File: src/rtl/sas_pkg.sv
`timescale 1ns / 1ps
package sas_pkg;

   localparam int MAX_SUBSTEPS = 64;
   localparam int CNT_W        = 7;
   localparam int ADDR_W       = 5;
   localparam int DIV_W        = 56;
   localparam int DIV_DIGITS   = DIV_W / 8;

   localparam logic [2:0] METH_NONE  = 3'd0;
   localparam logic [2:0] METH_EULER = 3'd1;
   localparam logic [2:0] METH_TRAP  = 3'd2;
   localparam logic [2:0] METH_AB2   = 3'd3;
   localparam logic [2:0] METH_AB3   = 3'd4;

   localparam logic [2:0] REG_OMEGA_SQ  = 3'd0;
   localparam logic [2:0] REG_TZO       = 3'd1;
   localparam logic [2:0] REG_MIN_POS   = 3'd2;
   localparam logic [2:0] REG_MAX_POS   = 3'd3;
   localparam logic [2:0] REG_MAX_RATE  = 3'd4;
   localparam logic [2:0] REG_DT        = 3'd5;
   localparam logic [2:0] REG_COUNT     = 3'd6;
   localparam logic [2:0] REG_MODE      = 3'd7;

   localparam logic signed [50:0] D48_MAX = 51'sd140737488355327;
   localparam logic signed [50:0] D48_MIN = -51'sd140737488355328;
   localparam logic signed [55:0] S32_MAX = 56'sd2147483647;
   localparam logic signed [55:0] S32_MIN = -56'sd2147483648;
   localparam logic [55:0] DIV_OFFSET = 56'd3 << 53;
   localparam logic [55:0] DIV_BIAS   = 56'd1 << 53;

   typedef struct packed {
      logic [31:0] omega_sq;
      logic [31:0] two_zeta_omega;
      logic signed [31:0] min_position;
      logic signed [31:0] max_position;
      logic [30:0] max_rate;
      logic [23:0] substep_dt;
      logic [6:0]  substep_count;
      logic [3:0]  mode;
   } cfg_type;

endpackage

File: src/rtl/sas_mul.sv
`timescale 1ns / 1ps
module sas_mul import sas_pkg::*; (
   input  logic clock,
   input  logic signed [33:0] a,
   input  logic signed [33:0] b,
   output logic signed [67:0] p_ff
);
   always_ff @(posedge clock) begin
      p_ff <= a * b;
   end
endmodule

File: config.mk
export PLATFORM = sky130hd
export DESIGN_NAME = sas_mul
export DESIGN_NICKNAME = d
export VERILOG_FILES = /design/src/rtl/sas_pkg.sv /design/src/rtl/sas_mul.sv
export SDC_FILE = /design/constraint.sdc
export NUM_CORES = 2
export LEC_CHECK = 0
export ABC_AREA = 0
export ABC_CLOCK_PERIOD_IN_PS = 13050
export BUFFER_PORTS_ARGS = -buffer_cell sky130_fd_sc_hd__buf_4
export CAP_MARGIN = 40
export CELL_PAD_IN_SITES_DETAIL_PLACEMENT = 2
export CELL_PAD_IN_SITES_GLOBAL_PLACEMENT = 2
export CORE_MARGIN = 2
export CORE_UTILIZATION = 35
export CTS_BUF_LIST = sky130_fd_sc_hd__clkbuf_4
export DETAILED_ROUTE_END_ITERATION = 16
export GPL_ROUTABILITY_DRIVEN = 0
export PLACE_DENSITY = 0.7
export SYNTH_ARGS = -nofsm -noshare
export SYNTH_HDL_FRONTEND = slang
export SYNTH_SLANG_ARGS = --single-unit
export TNS_END_PERCENT = 50
File: constraint.sdc
create_clock -name clock -period 13.05 [get_ports clock]
set_clock_uncertainty 0.15 [all_clocks]
set_input_delay 0 -clock clock [delete_from_list [all_inputs] [get_ports clock]]
set_output_delay 0 -clock clock [all_outputs]
set_load 0.005 [all_outputs]
==> results.cfg <==
[yosys]
synth_cells = 4554
ys_seq_area_share_pct = 3.164
synth.distinct_cells = 69
synth_edf_count = 0
postSynthAreaPerCell_um2 = 9.448
async_flop_share_pct = 0
synth_nets = 6068
yosysWarnings = 0
ys.flop_type = dfxtp_1
ys_ff_latch = 68
syn_area_mm2 = 0.04303

[final_layout]
num-nets-final = 6004
largest_register_ffs = 68
final_common_cell = fa_1
reg_top3 = p_ff x68
final_cell_mix = fa_1 (1241), inv_1 (1231), and2_1 (621), nand2_1 (542), ha_1 (204)
fin_area_mm2 = 0.04544
final_layout_size_suffix_gt1_share_pct = 4.319
layout.cells.non_filler = 6125
syn2layout_area_growth_pct = 5.598
largest-register = p_ff

[timing]
worstMarginPinSlew_ps = 852.3
slew_headroom_pct = 42.43
holdWs_ps = 138.4
period_share_pct = 64.57
max_freq_ghz = 0.1187
hold_violations = 0
min_period_ps = 8427
rsz0062_at_grt = no
finalSetupViolations = 0
slew_violations = 0
tns_ps = 0

[setup_path]
slowest_delay_ps = 700
critPathTopFamily = adder cells
crit_top_cell = fa_1
worstPathBufferInverterCount = 9
end_kind = flip-flop
crit_required_ps = 13550
crit_type = primary input to flip-flop
start_kind = primary input
cp_max_fo = 34
crit_path_top_delay_cell = fa_1
crit_arrival_ps = 8930

[drt]
vias = 30192
wl_mm = 146.3
drt_iter0_drc = 1379
wl_per_cell_um = 23.89
ant_nets = 0
drt-pass1-iter-count = 5
vias_per_cell = 4.929
route.detailed.drc = 0

[floorplanning]
start_util_pct = 35.30
die_h_um = 354.6
dieArea_mm2 = 0.1258
row_count = 128
boundaryPins = 137
core_mm2 = 0.1219
fp.dieW_um = 354.6

[clock_network]
cts.clk_slew.worst_paths_ps = 150
cts.sinks = 68
root_buffer = clkbuf_4
cts_tree = done
numCtsBuffers = 9
htreeDepth = 3
clockBufferDepth = 2

[placed_design]
dpl.cell_count = 6098
portBuffers = 136
dpl_cell_area_mm2 = 0.04527
dp_hpwl_mm = 115.0

[global_routing]
first_global_vias = 36911
gr-total-overflow = 0
grt_use_met1_pct = 32.20
grtUsageMet3_pct = 2.694
gr-usage-met2_pct = 42.88
track_usage_pct = 24.53
grt_start_max_net_pins = 35
antenna_found_initial = 16
grt_first_pass_wirelength_mm = 230.3
top_usage_layer = met2

[worst_hold_path]
hold_class = primary input to flip-flop

[run_status]
status = finished, final reports clean

[run]
max_cap_violations = 0
## final cells by class
type	count	area [um2]
inverters	1232	4624
repair buffers	153	1164
flip-flops and latches	68	1361
well taps	1625	2033
diodes	8	20.02
multi-input cells	3026	36140
fillers	13289	76440
clock buffers	10	75.07
clock inverters	3	17.52
## synthesized netlist by cell type, types with 3 or more instances
cell type,instances,area (um2)
fa_1,1241,24840
a21oi_1,61,305.3
nor2_1,54,202.7
o21bai_1,12,90.09
ha_1,204,2552
o211ai_1,3,22.52
or2_2,4,25.02
nand2_1,542,2034
and3_2,3,22.52
and2_1,621,3885
o21a_1,4,30.03
nand4_1,11,68.82
o41ai_2,3,48.80
clkbuf_1,214,803.3
xnor2_1,56,490.5
xor2_1,23,201.4
o21ai_1,7,35.03
o41ai_1,3,26.28
inv_1,1231,4621
a31oi_1,7,43.79
and3_1,5,31.28
nor2b_1,9,56.30
nand3_1,11,55.05
nor3_1,5,25.02
nand2b_1,20,125.1
dfxtp_1,68,1361
buf_4,4,30.03
a221oi_1,3,26.28
o21ai_0,31,155.2
a211oi_1,6,45.04
a21o_1,37,277.8
## per-stage QoR
step	utilization [%]	worst slack [ps]
2_1_floorplan	-	5410
3_3_place_gp	37.13	4351
3_5_place_dp	37.14	4449
4_1_cts	37.25	4767
5_1_grt	37.27	4333
6_report	37.28	4623
## timing repair
| item | CTS | global route |
|---|---|---|
| gates resized for setup | 0 | 0 |
| hold buffers | 4 | 0 |
| setup buffers | 0 | 0 |
| hold endpoints to repair | 3 | 0 |
## kinds of logic after synthesis
logic type	share of synthesized area, %
compound gates	3.347
xor+xnor	1.608
fa+ha+maj	63.67
buf+inv	12.84
flops	3.164
simple gates	15.37
## worst paths after layout
path	from	endpoint	slack (ps)	cells after the start
max	b[1]	p_ff[65]$_DFF_P_	4620	29
min	a[1]	p_ff[2]$_DFF_P_	140	4
## metal layers
layer	vias up	wire, um
met2	621	74500
li1	12643	-
met5	-	33
met4	4	3962
met3	183	5472
met1	16741	62350
Power is not shown: default switching activity piles up to over one toggle a cycle in this logic, so the estimate is an artifact.
