==> config.mk <==
export PLATFORM = sky130hd
export DESIGN_NAME = sas_div
export DESIGN_NICKNAME = d
export VERILOG_FILES = /design/src/rtl/sas_pkg.sv /design/src/rtl/sas_div.sv
export SDC_FILE = /design/constraint.sdc
export NUM_CORES = 1
export LEC_CHECK = 0
export ABC_AREA = 1
export BUFFER_PORTS_ARGS = -buffer_cell sky130_fd_sc_hd__buf_2
export CORE_MARGIN = 2
export CORE_UTILIZATION = 45
export DETAILED_ROUTE_END_ITERATION = 16
export GPL_TIMING_DRIVEN = 1
export PLACE_DENSITY = 0.69
export SKIP_CTS_REPAIR_TIMING = 1
export SLEW_MARGIN = 20
export SYNTH_ARGS = -nofsm -noshare
export SYNTH_HDL_FRONTEND = slang
export SYNTH_SLANG_ARGS = --single-unit
==> constraint.sdc <==
create_clock -name clock -period 4 [get_ports clock]
set_input_delay 0.6 -clock clock [delete_from_list [all_inputs] [get_ports clock]]
set_output_delay 0.6 -clock clock [all_outputs]
set_load 0.01 [all_outputs]
==> src/rtl/sas_pkg.sv <==
`timescale 1ns / 1ps
package sas_pkg;

   localparam int MAX_SUBSTEPS = 64;
   localparam int CNT_W        = 7;
   localparam int ADDR_W       = 5;
   localparam int DIV_W        = 56;
   localparam int DIV_DIGITS   = DIV_W / 8;

   localparam logic [2:0] METH_NONE  = 3'd0;
   localparam logic [2:0] METH_EULER = 3'd1;
   localparam logic [2:0] METH_TRAP  = 3'd2;
   localparam logic [2:0] METH_AB2   = 3'd3;
   localparam logic [2:0] METH_AB3   = 3'd4;

   localparam logic [2:0] REG_OMEGA_SQ  = 3'd0;
   localparam logic [2:0] REG_TZO       = 3'd1;
   localparam logic [2:0] REG_MIN_POS   = 3'd2;
   localparam logic [2:0] REG_MAX_POS   = 3'd3;
   localparam logic [2:0] REG_MAX_RATE  = 3'd4;
   localparam logic [2:0] REG_DT        = 3'd5;
   localparam logic [2:0] REG_COUNT     = 3'd6;
   localparam logic [2:0] REG_MODE      = 3'd7;

   localparam logic signed [50:0] D48_MAX = 51'sd140737488355327;
   localparam logic signed [50:0] D48_MIN = -51'sd140737488355328;
   localparam logic signed [55:0] S32_MAX = 56'sd2147483647;
   localparam logic signed [55:0] S32_MIN = -56'sd2147483648;
   localparam logic [55:0] DIV_OFFSET = 56'd3 << 53;
   localparam logic [55:0] DIV_BIAS   = 56'd1 << 53;

   typedef struct packed {
      logic [31:0] omega_sq;
      logic [31:0] two_zeta_omega;
      logic signed [31:0] min_position;
      logic signed [31:0] max_position;
      logic [30:0] max_rate;
      logic [23:0] substep_dt;
      logic [6:0]  substep_count;
      logic [3:0]  mode;
   } cfg_type;

endpackage

==> src/rtl/sas_div.sv <==
`timescale 1ns / 1ps
module sas_div import sas_pkg::*; (
   input  logic clock,
   input  logic reset,
   input  logic start,
   input  logic [DIV_W-1:0] x,
   output logic done_ff,
   output logic [DIV_W-1:0] q_ff
);
   logic [DIV_W-1:0] x_ff;
   logic [1:0] rem_ff;
   logic [2:0] cnt_ff;
   logic active_ff;
   logic [9:0] cur;
   logic [20:0] recip;
   logic [7:0] qd;
   logic [9:0] back;
   logic [1:0] rem_in;

   // divide by three, one byte per cycle
   always_comb begin
      cur    = {rem_ff, x_ff[DIV_W-1 -: 8]};
      recip  = 21'(cur) * 21'd683;
      qd     = recip[18:11];
      back   = 10'(qd) * 10'd3;
      rem_in = 2'(cur - back);
   end

   always_ff @(posedge clock) begin
      if (reset) begin
         active_ff <= 1'b0;
         done_ff   <= 1'b0;
         cnt_ff    <= '0;
      end else begin
         done_ff <= 1'b0;
         if (start) begin
            active_ff <= 1'b1;
            cnt_ff    <= '0;
            rem_ff    <= '0;
            x_ff      <= x;
         end else if (active_ff) begin
            x_ff   <= {x_ff[DIV_W-9:0], 8'd0};
            q_ff   <= {q_ff[DIV_W-9:0], qd};
            rem_ff <= rem_in;
            cnt_ff <= cnt_ff + 3'd1;
            if (cnt_ff == 3'(DIV_DIGITS - 1)) begin
               active_ff <= 1'b0;
               done_ff   <= 1'b1;
            end
         end
      end
   end
endmodule

==> flow_metrics.tcl <==
set metrics [dict create \
    syn_nets 707 \
    relSlewSlack_pct 48.2 \
    rows 43 \
    drcViolationCount 0 \
    run_status "finished with violations" \
    critPathArrivalTime_ps 4220 \
    final_cell_mix "192 x nand2_1, 115 x buf_2, 114 x edfxtp_1, 70 x inv_1, 42 x ha_1" \
    hpwl_um 9410 \
    vias_per_cell 4.74 \
    p_total_uw 7610 \
    yosysWarnings 0 \
    diodes 0 \
    synth_area_per_cell_um2 11.1 \
    leakage_uw 0.00393 \
    slew_viol_final 0 \
    slowest_delay_ps 610 \
    dp_cells 887 \
    grt_usage_pct 18.4 \
    drt_iter0_drc 169 \
    routed-via-count 4395 \
    synthCells 567 \
    max_freq_mhz 247 \
    syn_area_mm2 0.00627 \
    use_met2_pct 31.9 \
    clockRootBuffer "clkbuf_16" \
    gr-usage-met3_pct 6.09 \
    drive_gt1_share_pct 34.1 \
    synth.distinct_cells 32 \
    insertion_delay_ps 420 \
    cts_tree "done" \
    synth-seq-area-share_pct 56.2 \
    overflow 0 \
    worst_setup_path_start_kind "register" \
    area_growth_pct 32.5 \
    p_per_area_mw_per_mm2 916 \
    worstSetupPathType "reg -> reg" \
    fin_crit_sh_pct 101 \
    worst_pin_slew_ps 777 \
    crit_path_frequent_cell "nand2_1" \
    start_util_pct 45.7 \
    rsz0062_at_grt "yes" \
    port_buffers 115 \
    setup_viol 4 \
    grt_pass1_wl_um 20900 \
    antenna_left 0 \
    grt_pass1_vias 4442 \
    io_pins 116 \
    grt_max_degree 60 \
    antenna_found_initial 0 \
    dieArea_mm2 0.0149 \
    cts_buffer_depth 2 \
    skew_ps 6.05 \
    post_drt_wl_per_cell_um 14.0 \
    path_cells "ha_1 -> buf_4 -> ha_1 -> ha_1 -> inv_1 -> fa_1 -> inv_1 -> fa_1 -> ha_4 -> nand2_1 -> inv_1 -> nand2_1 -> nand2_1 -> nand2_2 -> nand3_2 -> a21boi_2 -> nor2_1 -> o21bai_1 -> nand2_1" \
    core_mm2 0.0137 \
    h-tree-depth 4 \
    met1_usage_pct 21.7 \
    ys_seq_elements 119 \
    violations "setup timing" \
    cts_made_buffers 17 \
    maxCapViolations 0 \
    critPathRequiredTime_ps 4170 \
    final.min_clock_period_ps 4060 \
    cp_slowest_cell "fa_1" \
    clk_pin_slew_ps 60 \
    crit_path_end_kind "register" \
    fin_nets 875 \
    hp-class "in -> reg" \
    final_common_cell "nand2_1" \
    first_pass_iters 4 \
    place.gp.congestion 0.838 \
    die_w_um 122 \
    die_y_um 122 \
    wirelength_um 13000 \
    finalNonFillerCells 928 \
    ir_drop_mv 0.550 \
    setup_ws_ps -55.1 \
    fill_cells 1100 \
    busiest_layer "met2" \
    cts.sinks 119 \
    crit_fanout 4 \
    final_hold_viol_count 0 \
]
## flip-flops by register name (all words and copies together) (netlist names)
name	count
q_ff	56
x_ff	56
cnt_ff	3
rem_ff	2
active_ff	1
done_ff	1
## kinds of logic after synthesis
| logic type | synth area share [%] |
|---|---|
| adders and majority gates | 18.7 |
| DFF | 56.2 |
| and+or+nand+nor | 16.2 |
| xor gates and xnor gates | 0.978 |
| AOI/OAI and AO/OA | 2.30 |
| buffers and inverters | 5.65 |
## synth_stat cells
cell type	n	area, µm²
nand3_4	1	17.5
edfxtp_1	114	3420
a21oi_2	2	17.5
nand2_4	1	11.3
fa_1	21	420
buf_4	1	7.51
buf_2	4	20.0
ha_1	60	751
and3_1	1	6.26
a21oi_1	12	60.1
clkbuf_1	6	22.5
nor2_4	1	11.3
nor2_2	3	18.8
inv_2	3	11.3
nor2_1	12	45.0
nand2_2	8	50.1
nand2_1	200	751
a31oi_1	2	12.5
nand3_1	7	35.0
xor2_1	3	26.3
nand3_2	2	20.0
nand4_1	5	31.3
inv_1	77	289
o21ai_1	1	5.00
xnor2_1	4	35.0
o21ai_0	3	15.0
nor3_1	2	10.0
o21bai_1	3	22.5
dfxtp_1	5	100
a21boi_2	1	11.3
clkinv_1	1	3.75
nand3b_1	1	7.51
## path summary, 6_finish.rpt
| kind | from | slack [ps] | cells after the start | to |
|---|---|---|---|---|
| max | x_ff[52] | -60 | 19 | q_ff[4] |
| min reg2reg | q_ff[44] | 440 | 0 | q_ff[52] |
| max reg2reg | x_ff[52] | -60 | 19 | q_ff[4] |
| min | x[7] | 440 | 3 | x_ff[7] |
## cell type report
cell class,instances,area (µm²),area share (%)
clock inverter,15,179,2.15
sequential,119,3520,42.4
clock buffer,17,425,5.12
multi-input combinational,356,2710,32.6
tap,180,225,2.71
timing repair buffer,160,941,11.3
inverter,81,304,3.66
## power breakdown
part           switching, µW  leakage (µW)  internal, µW  total (µW)
sequential              48.7       0.00111          1600        1650
clock                    627      0.000298           945        1570
combinational           2330       0.00252          2060        4390
## metal layers
layer	up-vias	part of all wire, %
met4	0	1.5
met5	-	0
met1	2052	42
li1	2203	-
met3	19	6.0
met2	121	50
## through the flow
step	setup TNS [ps]	setup WS (ps)	cell area, µm²	hold slack (ps)	utilization, %
floorplan	0	9.79	6280	448	-
global placement	-1620	-254	7330	424	53.5
detailed placement	-1860	-277	7330	431	53.5
CTS	-2120	-303	7940	414	57.9
global route	-1300	-242	8300	438	60.5
finish	-131	-55.1	8300	435	60.5
## worst max-delay path: cells and delay by family, from the launching register on
kind	cells	cell delay (ps)
adder cells (fa/ha/maj)	6	2170
AND/OR/NAND/NOR	7	540
flip-flops	1	430
buffers and inverters	4	330
AO/OA/AOI/OAI	2	320
Note: power is estimated with default switching activity, not from simulation.
