## src/rtl/sas_pkg.sv

```systemverilog
`timescale 1ns / 1ps
package sas_pkg;

   localparam int MAX_SUBSTEPS = 64;
   localparam int CNT_W        = 7;
   localparam int ADDR_W       = 5;
   localparam int DIV_W        = 56;
   localparam int DIV_DIGITS   = DIV_W / 8;

   localparam logic [2:0] METH_NONE  = 3'd0;
   localparam logic [2:0] METH_EULER = 3'd1;
   localparam logic [2:0] METH_TRAP  = 3'd2;
   localparam logic [2:0] METH_AB2   = 3'd3;
   localparam logic [2:0] METH_AB3   = 3'd4;

   localparam logic [2:0] REG_OMEGA_SQ  = 3'd0;
   localparam logic [2:0] REG_TZO       = 3'd1;
   localparam logic [2:0] REG_MIN_POS   = 3'd2;
   localparam logic [2:0] REG_MAX_POS   = 3'd3;
   localparam logic [2:0] REG_MAX_RATE  = 3'd4;
   localparam logic [2:0] REG_DT        = 3'd5;
   localparam logic [2:0] REG_COUNT     = 3'd6;
   localparam logic [2:0] REG_MODE      = 3'd7;

   localparam logic signed [50:0] D48_MAX = 51'sd140737488355327;
   localparam logic signed [50:0] D48_MIN = -51'sd140737488355328;
   localparam logic signed [55:0] S32_MAX = 56'sd2147483647;
   localparam logic signed [55:0] S32_MIN = -56'sd2147483648;
   localparam logic [55:0] DIV_OFFSET = 56'd3 << 53;
   localparam logic [55:0] DIV_BIAS   = 56'd1 << 53;

   typedef struct packed {
      logic [31:0] omega_sq;
      logic [31:0] two_zeta_omega;
      logic signed [31:0] min_position;
      logic signed [31:0] max_position;
      logic [30:0] max_rate;
      logic [23:0] substep_dt;
      logic [6:0]  substep_count;
      logic [3:0]  mode;
   } cfg_type;

endpackage

```

## src/rtl/sas_csr.sv

```systemverilog
`timescale 1ns / 1ps
module sas_csr import sas_pkg::*; (
   input  logic clock,
   input  logic reset,
   input  logic csr_psel,
   input  logic csr_penable,
   input  logic csr_pwrite,
   input  logic [ADDR_W-1:0] csr_paddr,
   input  logic [31:0] csr_pwdata,
   output logic [31:0] csr_prdata,
   output logic csr_pready,
   output cfg_type cfg_ff
);
   logic [2:0] idx;
   logic wr;

   assign idx = csr_paddr[ADDR_W-1:2];
   assign wr = csr_psel && csr_penable && csr_pwrite;
   assign csr_pready = 1'b1;

   always_ff @(posedge clock) begin
      if (reset) begin
         cfg_ff.omega_sq       <= 32'd40960000;
         cfg_ff.two_zeta_omega <= 32'd2293760;
         cfg_ff.min_position   <= -32'sd8782405;
         cfg_ff.max_position   <= 32'sd4976696;
         cfg_ff.max_rate       <= 31'd11709873;
         cfg_ff.substep_dt     <= 24'd167772;
         cfg_ff.substep_count  <= 7'd1;
         cfg_ff.mode           <= 4'd9;
      end else if (wr) begin
         unique case (idx)
            REG_OMEGA_SQ: cfg_ff.omega_sq <= csr_pwdata;
            REG_TZO:      cfg_ff.two_zeta_omega <= csr_pwdata;
            REG_MIN_POS:  cfg_ff.min_position <= csr_pwdata;
            REG_MAX_POS:  cfg_ff.max_position <= csr_pwdata;
            REG_MAX_RATE: cfg_ff.max_rate <= csr_pwdata[30:0];
            REG_DT:       cfg_ff.substep_dt <= csr_pwdata[23:0];
            REG_COUNT:    cfg_ff.substep_count <= csr_pwdata[6:0];
            REG_MODE:     cfg_ff.mode <= csr_pwdata[3:0];
            default: ;
         endcase
      end
   end

   always_comb begin
      unique case (idx)
         REG_OMEGA_SQ: csr_prdata = cfg_ff.omega_sq;
         REG_TZO:      csr_prdata = cfg_ff.two_zeta_omega;
         REG_MIN_POS:  csr_prdata = cfg_ff.min_position;
         REG_MAX_POS:  csr_prdata = cfg_ff.max_position;
         REG_MAX_RATE: csr_prdata = {1'b0, cfg_ff.max_rate};
         REG_DT:       csr_prdata = {8'd0, cfg_ff.substep_dt};
         REG_COUNT:    csr_prdata = {25'd0, cfg_ff.substep_count};
         REG_MODE:     csr_prdata = {28'd0, cfg_ff.mode};
         default:      csr_prdata = '0;
      endcase
   end
endmodule

```

## config.mk

```make
export PLATFORM = sky130hd
export DESIGN_NAME = sas_csr
export DESIGN_NICKNAME = d
export VERILOG_FILES = /design/src/rtl/sas_pkg.sv /design/src/rtl/sas_csr.sv
export SDC_FILE = /design/constraint.sdc
export NUM_CORES = 1
export LEC_CHECK = 0
export BUFFER_PORTS_ARGS = -buffer_cell sky130_fd_sc_hd__buf_2
export CAP_MARGIN = 15
export CORE_MARGIN = 2
export CORE_UTILIZATION = 45
export DETAILED_ROUTE_END_ITERATION = 12
export HOLD_SLACK_MARGIN = 0.12
export PLACE_DENSITY_LB_ADDON = 0.2
export SYNTH_ARGS = -nofsm -noshare
export SYNTH_HDL_FRONTEND = slang
export SYNTH_SLANG_ARGS = --single-unit
```

## constraint.sdc

```tcl
create_clock -name clock -period 1.4 [get_ports clock]
set_input_delay 0.14 -clock clock [delete_from_list [all_inputs] [get_ports clock]]
set_output_delay 0.14 -clock clock [all_outputs]
set_load 0.02 [all_outputs]
```

==> out/qor_table.md <==
| Step | Result | Reported |
|:---|:---|:---|
| status | Result of the run | complete, but fails checks |
| status | Violations in the final reports | negative setup slack |
| critical path | Buf/Inv on CP | 1 |
| timing | Final setup violating endpoints | 32 |
| placement | GPL Wtd Cong | 0.868 |
| timing | Clock skew after layout | 0 ns |
| floorplan | Die Footprint | 0.0201 sq mm |
| route | Routed WL per cell | 20.2 microns |
| cts | Cell at the root of the clock tree | sky130_fd_sc_hd__clkbuf_16 |
| cts | Number of levels in the clock H-tree | 4 |
| layout | Inserted Diodes | 0 |
| synthesis | Cell Area, Synth | 0.00855 sq mm |
| power and ir drop | Maximum resistive drop on vdd | 875 uV |
| synthesis | Netlist cell types | 39 |
| cts | CTS Buf Count | 17 |
| power and ir drop | Leakage power of the design | 5.63 nW |
| cts | CTS Buffer Depth | 2 |
| critical path | Gate family responsible for the most delay along the worst path | compound AO/OA/AOI/OAI gates |
| synthesis | Warnings from Yosys | 0 |
| timing | RSZ-0062 raised after global routing | true |
| global routing | Wire length of the first global-routing pass | 51700 microns |
| synthesis | Predominant post-synthesis flop cell | sky130_fd_sc_hd__dfxtp_1 |
| route | DRC viols | 0 |
| layout | Largest registers | cfg_ff (194) |
| floorplan | Starting density of the core | 45.7% |
| timing | Number of endpoints with negative hold slack in the final report | 0 |
| route | Violation count after the first detailed-route iteration | 735 |
| critical path | Cell with the largest stage delay on the worst path | sky130_fd_sc_hd__dfxtp_2 |
| floorplan | Floorplan Core Area | 0.0187 sq mm |
| synthesis | Post-Syn Area per Cell | 7.83 sq um |
| route | Wirelength, routed | 34500 microns |
| critical path | Worst setup path category | flip-flop to primary output |
| power and ir drop | Power per standard cell area | 995 mW/mm^2 |
| route | Vias after detailed routing | 9593 |
| placement | Number of input and output port buffers inserted | 265 |
| floorplan | Die span in x | 142 microns |
| synthesis | Number of enable-type register cells in the synthesized netlist | 0 |
| cts | Clock latency on the worst-skew pair | 0.43 ns |
| timing | Period utilisation layout | 130% |
| critical path | Logic depth of the worst register-to-register path | 3 |
| timing | Maximum clock rate | 548 MHz |
| layout | Final net count | 1500 |
| synthesis | FFs w/ async S/R, synth | 0% |
| critical path | CP peak stage delay | 0.32 ns |
| placement | Pre-CTS setup slack | -0.255 ns |
| critical path | Cells along the critical path | nand2b_4, a22o_1, a222oi_1, nor2_1, buf_4 |
| layout | Final cell utilization of the core | 67.4% |
| layout | Ratio of cells with drive above 1 in the final layout | 40.4% |
| worst hold path | Hold Path Stages | 2 |
| cts | Clock transition at path regs | 0.07 ns |
| critical path | Setup crit start kind | flip-flop |
| timing | Final total negative setup slack | -7.09 ns |
| critical path | WP depth | 5 |
| layout | Max reg flops | 194 |
| layout | Multi-input combinational cell area | 0.00449 sq mm |
| timing | Min setup slack post-route | -0.424 ns |
| run | Max-cap viol count | 0 |
| layout | Post-layout instance area | 0.0126 sq mm |
| placement | Sum of net half-perimeters after detailed placement | 22700 microns |
| floorplan | Number of standard-cell rows in the floorplan | 50 |
| global routing | Combined global-route utilization of all metal layers | 33.4% |
| synthesis | #FFs+latches synth | 194 |
| synthesis | Share of synthesized area occupied by flip-flops and latches | 45.4% |
| global routing | Pin count of the biggest net entering global routing | 37 |
| layout | Fillcell total | 1550 |
| layout | Area occupied by registers | 0.00398 sq mm |
| timing | Fin. max-slew vios | 0 |
| critical path | Endpoint required time on the critical path | 1.26 ns |
| synthesis | Number of instances in the synthesized netlist | 1092 |
| critical path | Worst-path maximum fanout | 2 |
| layout | Most flop-heavy register | cfg_ff |
| route | Antenna viol nets, final | 0 |
| synthesis | Post-synthesis net count | 1134 |
| route | Number of iterations in the first detailed-routing pass | 7 |
| timing | Final critical delay including setup and external delays | 1.82 ns |
| global routing | Initial antenna violation count | 0 |
| critical path | Worst path arrival time | 1.68 ns |
| route | Detailed-route vias per instance | 5.63 |
| worst hold path | Path type of the worst min-delay path | input pin to flip-flop |
| cts | Clock tree from TritonCTS | done |
| layout | Synthesis-to-finish area growth | 47.4% |
| critical path | Endpoint type of the worst setup path | primary output |
| power and ir drop | Total design power | 12.5 mW |
| global routing | Total overflow reported by the global router | 0 |
| placement | Placed cell areas | 0.0109 sq mm |
| floorplan | Die outline height | 142 microns |
| cts | Number of sinks driven by the clock tree | 194 |
| global routing | Number of global-route vias before repair | 9315 |
| floorplan | Top-level port count | 269 |
[cells in the final DEF, fill, tap and decap left out, drive strengths merged, types with 2 or more instances in the layout]
cell / synthesis / final
a211o: 2 / 2
a21oi: 138 / 138
a221oi: 9 / 9
a222oi: 8 / 8
a22o: 19 / 19
a22oi: 5 / 5
buf: 55 / 407
bufinv: 0 / 4
clkbuf: 38 / 22
clkinv: 0 / 3
dfxtp: 194 / 194
dlygate4sd3: 0 / 32
inv: 9 / 12
mux2: 7 / 7
mux2i: 18 / 18
mux4: 9 / 9
nand2: 391 / 391
nand2b: 11 / 11
nand3: 4 / 4
nand3b: 69 / 69
nor2: 53 / 53
nor2b: 4 / 4
nor3: 6 / 6
o2111a: 4 / 4
o21ai: 20 / 20
o221ai: 2 / 2
o2bb2ai: 3 / 3
or2: 4 / 4
or3: 2 / 2
[cells in the mapped netlist, drive strengths merged, types with 2 or more instances]
library cell / n / area, sq um
nand3b: 69 / 518
a211o: 2 / 17.5
nor3: 6 / 40.0
nand2: 391 / 1470
a22o: 19 / 166
o2bb2ai: 3 / 26.3
nor2: 53 / 201
nand2b: 11 / 68.8
a21oi: 138 / 691
or3: 2 / 12.5
inv: 9 / 33.8
dfxtp: 194 / 3880
a221oi: 9 / 78.8
o2111a: 4 / 45.0
nor2b: 4 / 25.0
clkbuf: 38 / 143
nand3: 4 / 20.0
o21ai: 20 / 100
mux2: 7 / 78.8
a22oi: 5 / 37.5
o221ai: 2 / 17.5
or2: 4 / 25.0
mux2i: 18 / 180
mux4: 9 / 203
buf: 55 / 312
a222oi: 8 / 80.1
[path summary, 6_finish.rpt]
| check | start | endpoint | slack, ns |
|---|---|---|---|
| min reg2reg | cfg_ff[93]$_SDFFE_PP0P_ | cfg_ff[93]$_SDFFE_PP0P_ | 0.46 |
| min | reset | cfg_ff[165]$_SDFFE_PP0P_ | 0.17 |
| max | cfg_ff[152]$_SDFFE_PP0P_ | csr_prdata[22] | -0.42 |
| max reg2reg | cfg_ff[99]$_SDFFE_PP1P_ | cfg_ff[99]$_SDFFE_PP1P_ | 0.58 |
[final cells by class]
type | instances | share of cell area, %
Timing Repair Buffer | 440 | 25.2
Clock buffer | 21 | 3.65
Sequential cell | 194 | 31.6
Inverter | 9 | 0.268
Tap cell | 234 | 2.32
Multi-Input combinational cell | 796 | 35.6
Clock inverter | 11 | 1.37
[timing repair]
item / CTS / global route
endpoints found under the setup margin: 32 / 32
hold buffers: 32 / 0
pin swaps: 41 / 34
setup buffers: 38 / 2
endpoints found under the hold margin: 194 / 0
resized for setup: 136 / 46
[power by group]
group          total, mW  internal [mW]  switching [mW]  leakage (nW)
logic               1.57          0.683           0.888          3.74
clock network       5.36           3.11            2.25         0.308
registers           5.61           5.57          0.0442          1.58
total               12.5           9.36            3.18          5.63
[metrics by stage]
step,hold WS (ns),instances
floorplan,0.261,1092
CTS,0.152,1703
global placement,0.403,1601
finish,0.166,1705
global route,0.173,1705
detailed placement,0.403,1601
[cells by family after synthesis]
group	after synthesis	synth area share, %
AOI/OAI and AO/OA	214	15.1
muxes	34	5.40
other	1	0.0438
DFF	194	45.4
and+or+nand+nor	547	28.3
buffers and inverters	102	5.70
[metal layers]
metal | global-route usage, % | vias to the layer above | wire [microns]
li1 | - | 4403 | -
met1 | 41.6 | 4567 | 13700
met2 | 55.5 | 537 | 16500
met3 | 8.47 | 86 | 3170
met4 | 13.5 | 0 | 1070
met5 | 0 | - | 0
No activity file was read; power rests on OpenSTA's default activity.
